==> config.mk <==
export PLATFORM = sky130hd
export DESIGN_NAME = lane_vehicle_counter_speed_unit
export DESIGN_NICKNAME = d
export VERILOG_FILES = /design/src/rtl/core/lvcs_pkg.sv /design/src/rtl/core/lane_vehicle_counter_speed_unit.sv /design/src/rtl/core/lvcs_ctrl.sv /design/src/rtl/core/lvcs_datapath.sv
export VERILOG_INCLUDE_DIRS = /design/src /design/src/rtl/core
export SDC_FILE = /design/constraint.sdc
export NUM_CORES = 1
export LEC_CHECK = 0
export BUFFER_PORTS_ARGS = -buffer_cell sky130_fd_sc_hd__buf_2
export CORE_MARGIN = 2
export CORE_UTILIZATION = 45
export CTS_CLUSTER_DIAMETER = 80
export CTS_CLUSTER_SIZE = 10
export DETAILED_ROUTE_END_ITERATION = 6
export SLEW_MARGIN = 20
export SYNTH_ARGS = -nofsm -noshare
export SYNTH_HDL_FRONTEND = slang
export SYNTH_SLANG_ARGS = --single-unit
export TNS_END_PERCENT = 30
==> constraint.sdc <==
create_clock -name clk -period 9.6 [get_ports clk]
set_input_delay 1.44 -clock clk [delete_from_list [all_inputs] [get_ports clk]]
set_output_delay 1.44 -clock clk [all_outputs]
set_load 0.05 [all_outputs]
==> src/rtl/core/lane_vehicle_counter_speed_unit_macros.svh <==
// Assertion macros for the files that check their own logic.
`ifndef LANE_VEHICLE_COUNTER_SPEED_UNIT_MACROS_SVH
`define LANE_VEHICLE_COUNTER_SPEED_UNIT_MACROS_SVH

`ifndef ASSERT_OFF
`define ASSERT_IMPL(label, clk, rst, ante, cons) \
  label: assert property (@(posedge clk) disable iff (rst) (ante) |-> (cons)) \
    else $error("implication check failed");
`define ASSERT_NEXT(label, clk, rst, ante, cons) \
  label: assert property (@(posedge clk) disable iff (rst) (ante) |=> (cons)) \
    else $error("next-cycle check failed");
`else
`define ASSERT_IMPL(label, clk, rst, ante, cons)
`define ASSERT_NEXT(label, clk, rst, ante, cons)
`endif

`endif

==> src/rtl/core/lvcs_pkg.sv <==
package lvcs_pkg;

  localparam int FRAME_RATE      = 25;
  localparam int SPEED_FRAC_BITS = 4;
  localparam int LANES           = 3;

  localparam int COL_W   = 10;
  localparam int ROW_W   = 9;
  localparam int FRAME_W = 32;
  localparam int TOTAL_W = 32;
  localparam int SPEED_W = 16;
  localparam int LANE_W  = 2;
  localparam int CFG_W   = 10;
  localparam int ADDR_W  = 3;

  localparam int ROW_DIFF_MAX = (1 << ROW_W) - 1;
  localparam int NUM_W = $clog2(ROW_DIFF_MAX * FRAME_RATE * (1 << SPEED_FRAC_BITS) + 1);
  localparam int CNT_W = $clog2(NUM_W);
  localparam int EXT_W = (NUM_W > SPEED_W) ? NUM_W : SPEED_W + 1;
  localparam logic [SPEED_W-1:0] SPEED_MAX = '1;

  localparam int IN_DATA_W  = 56;
  localparam int OUT_DATA_W = 56;

  // Output word layout.
  localparam int O_LANE_HIT  = 0;
  localparam int O_COUNTED   = O_LANE_HIT + LANE_W;
  localparam int O_TOTAL     = O_COUNTED + 1;
  localparam int O_SVALID    = O_TOTAL + TOTAL_W;
  localparam int O_SLANE     = O_SVALID + 1;
  localparam int O_SPEED     = O_SLANE + LANE_W;
  localparam int O_USED      = O_SPEED + SPEED_W;

  localparam logic [ADDR_W-1:0] REG_LANE_ONE_LEFT     = 3'd0;
  localparam logic [ADDR_W-1:0] REG_LANE_ONE_RIGHT    = 3'd1;
  localparam logic [ADDR_W-1:0] REG_LANE_TWO_RIGHT    = 3'd2;
  localparam logic [ADDR_W-1:0] REG_LANE_THREE_RIGHT  = 3'd3;
  localparam logic [ADDR_W-1:0] REG_ENTRY_BAND_TOP    = 3'd4;
  localparam logic [ADDR_W-1:0] REG_ENTRY_BAND_BOTTOM = 3'd5;
  localparam logic [ADDR_W-1:0] REG_EXIT_BAND_TOP     = 3'd6;
  localparam logic [ADDR_W-1:0] REG_EXIT_BAND_BOTTOM  = 3'd7;

  localparam logic [COL_W-1:0] RST_LANE_ONE_LEFT     = 10'd110;
  localparam logic [COL_W-1:0] RST_LANE_ONE_RIGHT    = 10'd174;
  localparam logic [COL_W-1:0] RST_LANE_TWO_RIGHT    = 10'd238;
  localparam logic [COL_W-1:0] RST_LANE_THREE_RIGHT  = 10'd302;
  localparam logic [ROW_W-1:0] RST_ENTRY_BAND_TOP    = 9'd140;
  localparam logic [ROW_W-1:0] RST_ENTRY_BAND_BOTTOM = 9'd160;
  localparam logic [ROW_W-1:0] RST_EXIT_BAND_TOP     = 9'd180;
  localparam logic [ROW_W-1:0] RST_EXIT_BAND_BOTTOM  = 9'd200;

  typedef struct packed {
    logic capture;
    logic eval;
    logic div_step;
    logic emit;
  } dp_cmd_t;

  typedef struct packed {
    logic measure;
  } dp_status_t;

endpackage

==> src/rtl/core/lane_vehicle_counter_speed_unit.sv <==
// Lane vehicle counter and speed unit.
// The input stream (s_tvalid, s_tready, s_tdata) carries one detected blob per
// word: its center column, bottom row and frame number. Each accepted word
// yields exactly one output word on the m_ stream, in order.
// A blob inside one of three lanes may count a car when it enters the entry
// band and may close a speed measurement when it reaches the exit band.
// From acceptance, the EVAL state evaluates the lane; when a speed is
// measured, a restoring divider then takes one quotient bit per cycle over
// 18 bits, and the EMIT state loads the output register once it is free.
// One word is in flight at a time: a new input word is accepted only after
// the current one has been loaded into the output register.
// A finished word waits in the output register while m_tready is low; the
// next input word can already be accepted then, and its result waits in the
// unit until the output register frees up.
// Configuration registers are written through cfg_wr_en, cfg_addr and
// cfg_wr_data; the user writes them only while the unit is idle, which the
// unit does not enforce. Synchronous reset restores the default lane and
// band limits, clears the car count and all lane measurements, drops m_tvalid.
`include "lane_vehicle_counter_speed_unit_macros.svh"

module lane_vehicle_counter_speed_unit (
  input  logic                               clk,
  input  logic                               rst,
  input  logic                               cfg_wr_en,
  input  logic [lvcs_pkg::ADDR_W-1:0]        cfg_addr,
  input  logic [lvcs_pkg::CFG_W-1:0]         cfg_wr_data,
  input  logic                               s_tvalid,
  output logic                               s_tready,
  // center_col, bottom_row, frame_number, zero fill
  input  logic [lvcs_pkg::IN_DATA_W-1:0]     s_tdata,
  output logic                               m_tvalid,
  input  logic                               m_tready,
  // lane_hit, car_counted, car_total, speed_valid, speed_lane, speed_q4,
  // zero fill
  output logic [lvcs_pkg::OUT_DATA_W-1:0]    m_tdata
);

  lvcs_pkg::dp_cmd_t    cmd;
  lvcs_pkg::dp_status_t status;

  logic [lvcs_pkg::LANE_W-1:0]  chk_lane_hit;
  logic                         chk_counted;
  logic                         chk_svalid;
  logic [lvcs_pkg::LANE_W-1:0]  chk_slane;
  logic [lvcs_pkg::SPEED_W-1:0] chk_speed;

  lvcs_ctrl u_ctrl (
    .clk      (clk),
    .rst      (rst),
    .s_tvalid (s_tvalid),
    .s_tready (s_tready),
    .m_tvalid (m_tvalid),
    .m_tready (m_tready),
    .cmd      (cmd),
    .status   (status)
  );

  lvcs_datapath u_datapath (
    .clk         (clk),
    .rst         (rst),
    .cfg_wr_en   (cfg_wr_en),
    .cfg_addr    (cfg_addr),
    .cfg_wr_data (cfg_wr_data),
    .in_data     (s_tdata),
    .out_data    (m_tdata),
    .cmd         (cmd),
    .status      (status)
  );

  assign chk_lane_hit = m_tdata[lvcs_pkg::O_LANE_HIT +: lvcs_pkg::LANE_W];
  assign chk_counted  = m_tdata[lvcs_pkg::O_COUNTED];
  assign chk_svalid   = m_tdata[lvcs_pkg::O_SVALID];
  assign chk_slane    = m_tdata[lvcs_pkg::O_SLANE +: lvcs_pkg::LANE_W];
  assign chk_speed    = m_tdata[lvcs_pkg::O_SPEED +: lvcs_pkg::SPEED_W];

  `ASSERT_NEXT(a_one_in_flight, clk, rst, s_tvalid && s_tready, !s_tready)
  `ASSERT_IMPL(a_idle_speed_zero, clk, rst, m_tvalid && !chk_svalid,
               chk_speed == '0 && chk_slane == '0)
  `ASSERT_IMPL(a_count_in_lane, clk, rst, m_tvalid && chk_counted, chk_lane_hit != '0)
  `ASSERT_IMPL(a_speed_lane_match, clk, rst, m_tvalid && chk_svalid,
               chk_lane_hit == chk_slane + 2'd1)

endmodule

==> src/rtl/core/lvcs_ctrl.sv <==
module lvcs_ctrl (
  input  logic                 clk,
  input  logic                 rst,
  input  logic                 s_tvalid,
  output logic                 s_tready,
  output logic                 m_tvalid,
  input  logic                 m_tready,
  output lvcs_pkg::dp_cmd_t    cmd,
  input  lvcs_pkg::dp_status_t status
);

  typedef enum logic [1:0] {
    ST_IDLE,
    ST_EVAL,
    ST_DIVIDE,
    ST_EMIT
  } state_t;

  state_t                     state;
  logic [lvcs_pkg::CNT_W-1:0] step_cnt;
  logic                       out_free;

  assign s_tready = (state == ST_IDLE) && !rst;
  assign out_free = !m_tvalid || m_tready;

  always_comb begin
    cmd          = '0;
    cmd.capture  = s_tready && s_tvalid;
    cmd.eval     = (state == ST_EVAL);
    cmd.div_step = (state == ST_DIVIDE);
    cmd.emit     = (state == ST_EMIT) && out_free;
  end

  always_ff @(posedge clk) begin
    if (rst) begin
      state    <= ST_IDLE;
      step_cnt <= '0;
      m_tvalid <= 1'b0;
    end else begin
      if (cmd.emit) begin
        m_tvalid <= 1'b1;
      end else if (m_tready) begin
        m_tvalid <= 1'b0;
      end
      case (state)
        ST_IDLE: begin
          if (s_tvalid) begin
            state <= ST_EVAL;
          end
        end
        ST_EVAL: begin
          if (status.measure) begin
            step_cnt <= lvcs_pkg::CNT_W'(lvcs_pkg::NUM_W - 1);
            state    <= ST_DIVIDE;
          end else begin
            state <= ST_EMIT;
          end
        end
        ST_DIVIDE: begin
          if (step_cnt == '0) begin
            state <= ST_EMIT;
          end else begin
            step_cnt <= step_cnt - 1'b1;
          end
        end
        ST_EMIT: begin
          if (out_free) begin
            state <= ST_IDLE;
          end
        end
        default: begin
          state <= ST_IDLE;
        end
      endcase
    end
  end

endmodule

==> src/rtl/core/lvcs_datapath.sv <==
module lvcs_datapath (
  input  logic                                clk,
  input  logic                                rst,
  input  logic                                cfg_wr_en,
  input  logic [lvcs_pkg::ADDR_W-1:0]         cfg_addr,
  input  logic [lvcs_pkg::CFG_W-1:0]          cfg_wr_data,
  input  logic [lvcs_pkg::IN_DATA_W-1:0]      in_data,
  output logic [lvcs_pkg::OUT_DATA_W-1:0]     out_data,
  input  lvcs_pkg::dp_cmd_t                   cmd,
  output lvcs_pkg::dp_status_t                status
);

  localparam int COL_W   = lvcs_pkg::COL_W;
  localparam int ROW_W   = lvcs_pkg::ROW_W;
  localparam int FRAME_W = lvcs_pkg::FRAME_W;
  localparam int NUM_W   = lvcs_pkg::NUM_W;
  localparam int LANE_W  = lvcs_pkg::LANE_W;

  logic [COL_W-1:0] lane_one_left;
  logic [COL_W-1:0] lane_one_right;
  logic [COL_W-1:0] lane_two_right;
  logic [COL_W-1:0] lane_three_right;
  logic [ROW_W-1:0] entry_band_top;
  logic [ROW_W-1:0] entry_band_bottom;
  logic [ROW_W-1:0] exit_band_top;
  logic [ROW_W-1:0] exit_band_bottom;

  logic [COL_W-1:0]   col_q;
  logic [ROW_W-1:0]   row_q;
  logic [FRAME_W-1:0] frame_q;

  logic [lvcs_pkg::TOTAL_W-1:0] car_tally;
  logic [lvcs_pkg::LANES-1:0]   entry_seen;
  logic [lvcs_pkg::LANES-1:0]   exit_seen;
  logic [lvcs_pkg::LANES-1:0]   start_valid;
  logic [ROW_W-1:0]             start_row   [lvcs_pkg::LANES];
  logic [FRAME_W-1:0]           start_frame [lvcs_pkg::LANES];
  logic [ROW_W-1:0]             end_row     [lvcs_pkg::LANES];
  logic [FRAME_W-1:0]           end_frame   [lvcs_pkg::LANES];

  logic [LANE_W-1:0] res_lane_hit;
  logic              res_counted;
  logic              res_svalid;
  logic [LANE_W-1:0] res_slane;

  logic [NUM_W-1:0]   num_q;
  logic [FRAME_W-1:0] divisor;
  logic [FRAME_W-1:0] rem;
  logic               div_zero;

  logic [LANE_W-1:0]           out_lane_hit;
  logic                        out_counted;
  logic [lvcs_pkg::TOTAL_W-1:0] out_total;
  logic                        out_svalid;
  logic [LANE_W-1:0]           out_slane;
  logic [lvcs_pkg::SPEED_W-1:0] out_speed;

  logic               hit0, hit1, hit2, in_lane;
  logic [LANE_W-1:0]  lane;
  logic               do_entry, in_exit, do_exit_band, do_exit;
  logic               sv_new;
  logic [ROW_W-1:0]   sr_new, er_new, row_diff;
  logic [FRAME_W-1:0] sf_new, ef_new, frame_diff;
  logic               measure;
  logic [NUM_W-1:0]   num_load;
  logic [FRAME_W:0]   rem_shift;
  logic               q_bit;
  logic [lvcs_pkg::SPEED_W-1:0] speed_sat;

  always_comb begin
    hit0    = (col_q > lane_one_left) && (col_q <= lane_one_right);
    hit1    = (col_q > lane_one_right) && (col_q <= lane_two_right);
    hit2    = (col_q > lane_two_right) && (col_q <= lane_three_right);
    in_lane = hit0 || hit1 || hit2;
    if (hit0) begin
      lane = 2'd0;
    end else if (hit1) begin
      lane = 2'd1;
    end else begin
      lane = 2'd2;
    end
    do_entry = !entry_seen[lane] && (row_q >= entry_band_top) &&
               (row_q <= entry_band_bottom);
    sv_new = do_entry ? 1'b1 : start_valid[lane];
    sr_new = do_entry ? row_q : start_row[lane];
    sf_new = do_entry ? frame_q : start_frame[lane];
    in_exit      = (row_q >= exit_band_top) && (row_q <= exit_band_bottom);
    do_exit_band = !exit_seen[lane] && in_exit;
    do_exit      = do_exit_band && sv_new;
    er_new = do_exit ? row_q : end_row[lane];
    ef_new = do_exit ? frame_q : end_frame[lane];
    measure    = in_lane && (er_new > sr_new);
    row_diff   = er_new - sr_new;
    frame_diff = ef_new - sf_new;
    num_load   = (NUM_W'(row_diff) * NUM_W'(lvcs_pkg::FRAME_RATE))
                 << lvcs_pkg::SPEED_FRAC_BITS;
  end

  assign status.measure = measure;

  assign rem_shift = {rem, num_q[NUM_W-1]};
  assign q_bit     = (rem_shift >= {1'b0, divisor});

  always_comb begin
    if (div_zero ||
        (lvcs_pkg::EXT_W'(num_q) > lvcs_pkg::EXT_W'(lvcs_pkg::SPEED_MAX))) begin
      speed_sat = lvcs_pkg::SPEED_MAX;
    end else begin
      speed_sat = lvcs_pkg::SPEED_W'(num_q);
    end
  end

  always_ff @(posedge clk) begin
    if (rst) begin
      lane_one_left     <= lvcs_pkg::RST_LANE_ONE_LEFT;
      lane_one_right    <= lvcs_pkg::RST_LANE_ONE_RIGHT;
      lane_two_right    <= lvcs_pkg::RST_LANE_TWO_RIGHT;
      lane_three_right  <= lvcs_pkg::RST_LANE_THREE_RIGHT;
      entry_band_top    <= lvcs_pkg::RST_ENTRY_BAND_TOP;
      entry_band_bottom <= lvcs_pkg::RST_ENTRY_BAND_BOTTOM;
      exit_band_top     <= lvcs_pkg::RST_EXIT_BAND_TOP;
      exit_band_bottom  <= lvcs_pkg::RST_EXIT_BAND_BOTTOM;
    end else if (cfg_wr_en) begin
      case (cfg_addr)
        lvcs_pkg::REG_LANE_ONE_LEFT:     lane_one_left     <= cfg_wr_data;
        lvcs_pkg::REG_LANE_ONE_RIGHT:    lane_one_right    <= cfg_wr_data;
        lvcs_pkg::REG_LANE_TWO_RIGHT:    lane_two_right    <= cfg_wr_data;
        lvcs_pkg::REG_LANE_THREE_RIGHT:  lane_three_right  <= cfg_wr_data;
        lvcs_pkg::REG_ENTRY_BAND_TOP:    entry_band_top    <= ROW_W'(cfg_wr_data);
        lvcs_pkg::REG_ENTRY_BAND_BOTTOM: entry_band_bottom <= ROW_W'(cfg_wr_data);
        lvcs_pkg::REG_EXIT_BAND_TOP:     exit_band_top     <= ROW_W'(cfg_wr_data);
        lvcs_pkg::REG_EXIT_BAND_BOTTOM:  exit_band_bottom  <= ROW_W'(cfg_wr_data);
        default: begin
        end
      endcase
    end
  end

  always_ff @(posedge clk) begin
    if (cmd.capture) begin
      col_q   <= in_data[COL_W-1:0];
      row_q   <= in_data[COL_W +: ROW_W];
      frame_q <= in_data[COL_W+ROW_W +: FRAME_W];
    end
  end

  always_ff @(posedge clk) begin
    if (rst) begin
      car_tally   <= '0;
      entry_seen  <= '0;
      exit_seen   <= '0;
      start_valid <= '0;
      for (int i = 0; i < lvcs_pkg::LANES; i++) begin
        start_row[i]   <= '0;
        start_frame[i] <= '0;
        end_row[i]     <= '0;
        end_frame[i]   <= '0;
      end
    end else if (cmd.eval && in_lane) begin
      if (do_entry) begin
        car_tally        <= car_tally + 1'b1;
        entry_seen[lane] <= 1'b1;
      end else if (row_q > entry_band_bottom) begin
        entry_seen[lane] <= 1'b0;
      end
      if (do_exit_band) begin
        if (sv_new) begin
          exit_seen[lane] <= 1'b1;
        end
      end else if (row_q > exit_band_bottom) begin
        exit_seen[lane] <= 1'b0;
      end
      if (measure) begin
        start_valid[lane] <= 1'b0;
        start_row[lane]   <= '0;
        start_frame[lane] <= '0;
        end_row[lane]     <= '0;
        end_frame[lane]   <= '0;
      end else begin
        start_valid[lane] <= sv_new;
        start_row[lane]   <= sr_new;
        start_frame[lane] <= sf_new;
        end_row[lane]     <= er_new;
        end_frame[lane]   <= ef_new;
      end
    end
  end

  always_ff @(posedge clk) begin
    if (cmd.eval) begin
      res_lane_hit <= in_lane ? lane + 1'b1 : '0;
      res_counted  <= in_lane && do_entry;
      res_svalid   <= measure;
      res_slane    <= measure ? lane : '0;
      num_q        <= num_load;
      divisor      <= frame_diff;
      div_zero     <= (frame_diff == '0);
      rem          <= '0;
    end else if (cmd.div_step) begin
      num_q <= {num_q[NUM_W-2:0], q_bit};
      rem   <= q_bit ? FRAME_W'(rem_shift - {1'b0, divisor}) : FRAME_W'(rem_shift);
    end
  end

  always_ff @(posedge clk) begin
    if (cmd.emit) begin
      out_lane_hit <= res_lane_hit;
      out_counted  <= res_counted;
      out_total    <= car_tally;
      out_svalid   <= res_svalid;
      out_slane    <= res_slane;
      out_speed    <= res_svalid ? speed_sat : '0;
    end
  end

  assign out_data = {{(lvcs_pkg::OUT_DATA_W - lvcs_pkg::O_USED){1'b0}},
                     out_speed, out_slane, out_svalid, out_total, out_counted,
                     out_lane_hit};

endmodule
==> flow_summary.yaml, run 1 <==
floorplan:
  initial_core_util: 0.457
  num_rows: 94
  die_x_um: 263
  io_pins: 132
  core-area_um2: 66000
  die_area_um2: 69000
  dieHeight_um: 263
power_and_ir_drop:
  power_density_nw_per_um2: 316
  p_total_mw: 10.5
  ir_drop_v: 0.000362
  leakage_nw: 13.1
synth:
  ys_ff_latch: 565
  synthTopCellsByArea: "edfxtp_1 (40%), dfxtp_1 (11%), ha_1 (7.8%)"
  yosysSeqAreaShare: 0.510
  synth_top_area_cell: "edfxtp_1"
  syn_inst: 3029
  synth_most_common_cell: "edfxtp_1"
  synth.top_cell.area_share: 0.403
  synth-edff-count: 404
  ys_types: 83
  ys.warnings.count: 0
  synthArstFlopShare: 0
  synth_area_um2: 30100
  synth_flop_cell: "edfxtp_1"
  synth_area_per_cell_um2: 9.95
  synth.top_cells.by_count: "edfxtp_1 (404), nor2_1 (364), nand2_1 (282)"
timing:
  whs_ps: 419
  relSlewSlack: 0.267
  period_needed_ps: 8570
  rsz0062_at_grt: "no"
  maxSlewViolCount: 0
  timing.final.crit_share: 0.893
  hold_viol_final: 0
  fin_setup_tns_ps: 0
  fmax_mhz: 117
  skew_ps: 23.3
  fin_ws_ps: 1030
  max_slew.worst_pin.slew_ps: 1100
  setup_viol: 0
critical_path:
  r2r_end: "u_datapath.num_q[17]"
  worst-path-max-fanout: 46
  path_common_cell: "a21oi_1"
  reg2reg_slack_ps: 1030
  worstPathRequired_ps: 9920
  cpMaxStageDelayCell: "buf_4"
  cp_data_arrival_time_ps: 8890
  reg2reg_depth: 30
  cp-start-kind: "flip-flop"
  slowest_delay_ps: 630
  r2r_start: "u_datapath.col_q[5]"
  cp-end-kind: "flip-flop"
  critPathKind: "reg -> reg"
layout:
  fin_nets: 3356
  drive_above_1_share: 0.0925
  syn2layout_area_growth_pct: 10.7
hold_path:
  hold_end: "u_datapath.out_slane[1]"
  hold_path_depth: 0
  hp-start: "u_datapath.res_slane[1]"
  hold_class: "reg -> reg"
detailed_routing:
  wirelength_mm: 75.2
  num_vias: 22400
  via_per_inst: 5.60
  ant_nets: 0
  routedWlPerCell_um: 18.8
  drcViolationCount: 0
  dr.pass1.iters: 5
  drtIter0Drc: 1864
run_status:
  status: "complete, no violations"
clocking:
  tritoncts: "built"
  path_clk_slew_ps: 60
  clockRootBuffer: "clkbuf_16"
  ctsResizeCount: 0
  clock-sinks: 565
  clock_latency_ps: 600
  cts_htree_levels: 3
  post-cts-setup-buffers: 0
  postCtsHoldBufs: 0
  clockBufferDepth: 3
  cts_buffers: 66
global_route:
  grt_usage: 0.216
  grt_pass1_wl_mm: 120
  grt_pass1_vias: 21800
  grt_max_degree: 77
  use_met1: 0.308
  antenna_found_initial: 2
  overflow: 0
  grtUsageMet3: 0.0337
  use_met2: 0.344
  top_usage_layer: "met2"
place:
  gp_congestion: 0.886
  port_buffers: 124
  pre_cts_ws_ps: 1160
  dp_hpwl_mm: 48.6
flow_run:
  cap_violations: 0
## kinds of logic (layout without fill, tap and decap cells)
kind of cell,after synthesis,in the layout,share of synthesized area
other cells,1,3,0.000124
flops,565,565,0.510
mux,105,105,0.0349
compound gates,643,643,0.138
xor+xnor,86,86,0.0250
fa+ha+maj,194,194,0.0823
simple gates,1060,1060,0.161
buf+inv,375,471,0.0493
## area by class of cell
type | instances | area, um^2
antenna | 1 | 2.50
clock buffer | 98 | 1790
clock inverter | 8 | 76.3
fill | 5992 | 32600
inverter | 214 | 803
multi-input combinational | 2090 | 13400
sequential | 565 | 15400
tap | 864 | 1080
timing repair buffer | 151 | 838
## flip-flops by register name (all words and copies together) (netlist names), 10 cells and up, named ones only
signal,count
u_datapath.lane_one_left,10
u_datapath.lane_two_right,10
u_datapath.col_q,10
u_datapath.rem,32
u_datapath.car_tally,32
u_datapath.start_row,27
u_datapath.lane_one_right,10
u_datapath.end_frame,96
u_datapath.out_speed,16
u_datapath.num_q,18
u_datapath.divisor,32
u_datapath.end_row,27
u_datapath.out_total,32
u_datapath.lane_three_right,10
u_datapath.start_frame,96
u_datapath.frame_q,32
## report_power, final
group | switching, mW | internal (mW) | leakage [nW]
Clock | 0.977 | 1.29 | 0.900
Combinational | 3.05 | 1.88 | 6.89
Sequential | 0.204 | 3.13 | 5.35
Total | 4.23 | 6.31 | 13.1
## how the worst max path moves through the flow
stage	startpoint	end
4_1_cts	u_datapath.col_q[5]	u_datapath.num_q[17]
2_1_floorplan	u_datapath.col_q[5]	u_datapath.num_q[17]
3_5_place_dp	u_datapath.col_q[5]	u_datapath.num_q[17]
3_3_place_gp	u_datapath.col_q[5]	u_datapath.num_q[17]
5_1_grt	u_datapath.col_q[5]	u_datapath.num_q[17]
6_report	u_datapath.col_q[5]	u_datapath.num_q[17]
## metal layers
layer	vias up	part of all wire	wire, um
li1	10900	-	-
met2	619	0.45	34100
met4	0	0.014	1040
met5	-	0	0
met1	10700	0.48	35800
met3	78	0.057	4320
## worst max-delay path: cells and delay by family, from the launching register on
family                     cells  cell delay [ps]
AOI/OAI and AO/OA             16             3820
adders and majority gates      4             1600
buffers and inverters          5             1050
and+or+nand+nor                3              750
xor gates and xnor gates       2              590
DFF                            1              480
## metrics by stage
stage / area [um^2] / cells / utilization
6_report: 33300 / 3991 / 0.505
4_1_cts: 33300 / 3990 / 0.505
3_5_place_dp: 31500 / 3884 / 0.477
5_1_grt: 33300 / 3990 / 0.505
2_1_floorplan: 30100 / 3030 / -
3_3_place_gp: 31500 / 3884 / 0.477
## placed cells by master (no fill, tap or decap), drive strengths merged, types with 8 or more instances in the layout
master	instances
edfxtp	404
nor2	364
nand2	282
a21oi	269
inv	218
ha	187
dfxtp	161
buf	151
nor3	149
o21ai	106
mux2i	105
clkbuf	98
nand3	54
a211oi	50
or2	49
xnor2	43
xor2	43
a211o	37
a21o	33
o21a	29
nand4	22
and3	22
nand2b	21
and2	20
or3	19
nor2b	18
o21bai	14
a31oi	14
a2111oi	14
and4	12
o211ai	12
nor4	10
a311oi	8
No activity file was read; power rests on OpenSTA's default activity.
==> inputs of run 2 (changes only) <==
==> constraint.sdc (replaced) <==
create_clock -name clk -period 10.6 [get_ports clk]
set_input_delay 1.59 -clock clk [delete_from_list [all_inputs] [get_ports clk]]
set_output_delay 1.59 -clock clk [all_outputs]
set_load 0.05 [all_outputs]
==> run 2 against run 1 <==
Die area is the same. First-iteration DRC count shrank 5.7%. Via count up 0.88%.
==> flow_summary.yaml, run 2 (synthesis gave the netlist of run 1 again) <==
run_status:
  status: "complete, no violations"
global_route:
  grt_pass1_vias: 21600
  grt_max_degree: 99
  grt_usage: 0.215
  overflow: 0
  antenna_found_initial: 1
  grt_pass1_wl_mm: 119
critical_path:
  critPathKind: "reg -> reg"
  worst-path-max-fanout: 67
  path_delay_family: "compound AO/OA/AOI/OAI gates"
  cpMaxStageDelayCell: "buf_4"
  cp-end-kind: "flip-flop"
  cp-start-kind: "flip-flop"
  path_common_cell: "ha_1"
  worstPathRequired_ps: 10910
  cp_data_arrival_time_ps: 9290
  slowest_delay_ps: 700
  critical_path_buf_inv_count: 5
detailed_routing:
  num_vias: 22600
  routedWlPerCell_um: 18.9
  via_per_inst: 5.65
  wirelength_mm: 75.5
  drcViolationCount: 0
  drtIter0Drc: 1757
  dr.pass1.iters: 5
  ant_nets: 0
floorplan:
  initial_core_util: 0.457
  dieHeight_um: 263
  core-area_um2: 66000
  die_area_um2: 69000
  num_rows: 94
  die_x_um: 263
  io_pins: 132
timing:
  skew_ps: 25.2
  fmax_mhz: 111
  whs_ps: 420
  maxSlewViolCount: 0
  rsz0062_at_grt: "no"
  hold_viol_final: 0
  fin_setup_tns_ps: 0
  max_slew.worst_pin.slew_ps: 1150
  setup_viol: 0
  timing.final.crit_share: 0.848
  period_needed_ps: 8990
  relSlewSlack: 0.233
clocking:
  clock-sinks: 565
  post-cts-setup-buffers: 0
  clockRootBuffer: "clkbuf_16"
  tritoncts: "built"
  cts_buffers: 67
  path_clk_slew_ps: 50
  clock_latency_ps: 610
  clockBufferDepth: 3
  ctsResizeCount: 0
  cts_htree_levels: 3
  postCtsHoldBufs: 0
power_and_ir_drop:
  leakage_nw: 13.2
  p_total_mw: 9.57
  power_density_nw_per_um2: 286
  ir_drop_v: 0.000293
place:
  gp_congestion: 0.855
  dp_hpwl_mm: 48.8
  port_buffers: 124
hold_path:
  hold_class: "reg -> reg"
layout:
  layout_commonest_cell: "edfxtp_1"
  drive_above_1_share: 0.0922
  syn2layout_area_growth_pct: 10.9
  layout_common_cells: "edfxtp_1 (404), nor2_1 (363), nand2_1 (280)"
  final_util: 0.507
  fin_nets: 3353
  reg_top3: "u_datapath.end_frame: 96 flops, u_datapath.start_frame: 96 flops"
flow_run:
  cap_violations: 0
[run 2: per-stage QoR]
stage	instance area [um^2]	instances	setup slack (ps)
2_1_floorplan	30100	3030	3600
3_3_place_gp	31400	3879	1790
3_5_place_dp	31500	3880	1680
4_1_cts	33400	3988	1640
5_1_grt	33400	3988	896
6_report	33400	3989	1610
[run 2: final timing paths]
path	depth (start not counted)	startpoint	endpoint	slack, ps
hold / removal	0	u_datapath.res_counted	u_datapath.out_counted	420
setup / recovery	30	u_datapath.col_q[3]	u_datapath.num_q[17]	1610
setup reg to reg	30	u_datapath.col_q[3]	u_datapath.num_q[17]	1610
hold reg to reg	0	u_datapath.res_counted	u_datapath.out_counted	420
[run 2: power breakdown]
group          total (mW)  switching, mW  internal (mW)
clock                2.10          0.887           1.22
combinational        4.45           2.75           1.70
sequential           3.02          0.181           2.84
[run 2: per-layer routing]
layer,up-vias,global-route usage,wire [um]
li1,10900,-,-
met1,10900,0.301,35300
met2,668,0.348,34100
met3,99,0.0322,4710
met4,0,0.0628,1440
met5,-,0,0
[run 2: layout make-up]
class	instances	area (um^2)
sequential	565	15400
timing repair buffer	147	832
clock inverter	7	73.8
fill	5967	32600
multi-input combinational	2090	13400
tap	864	1080
inverter	214	803
clock buffer	101	1870
antenna	1	2.50
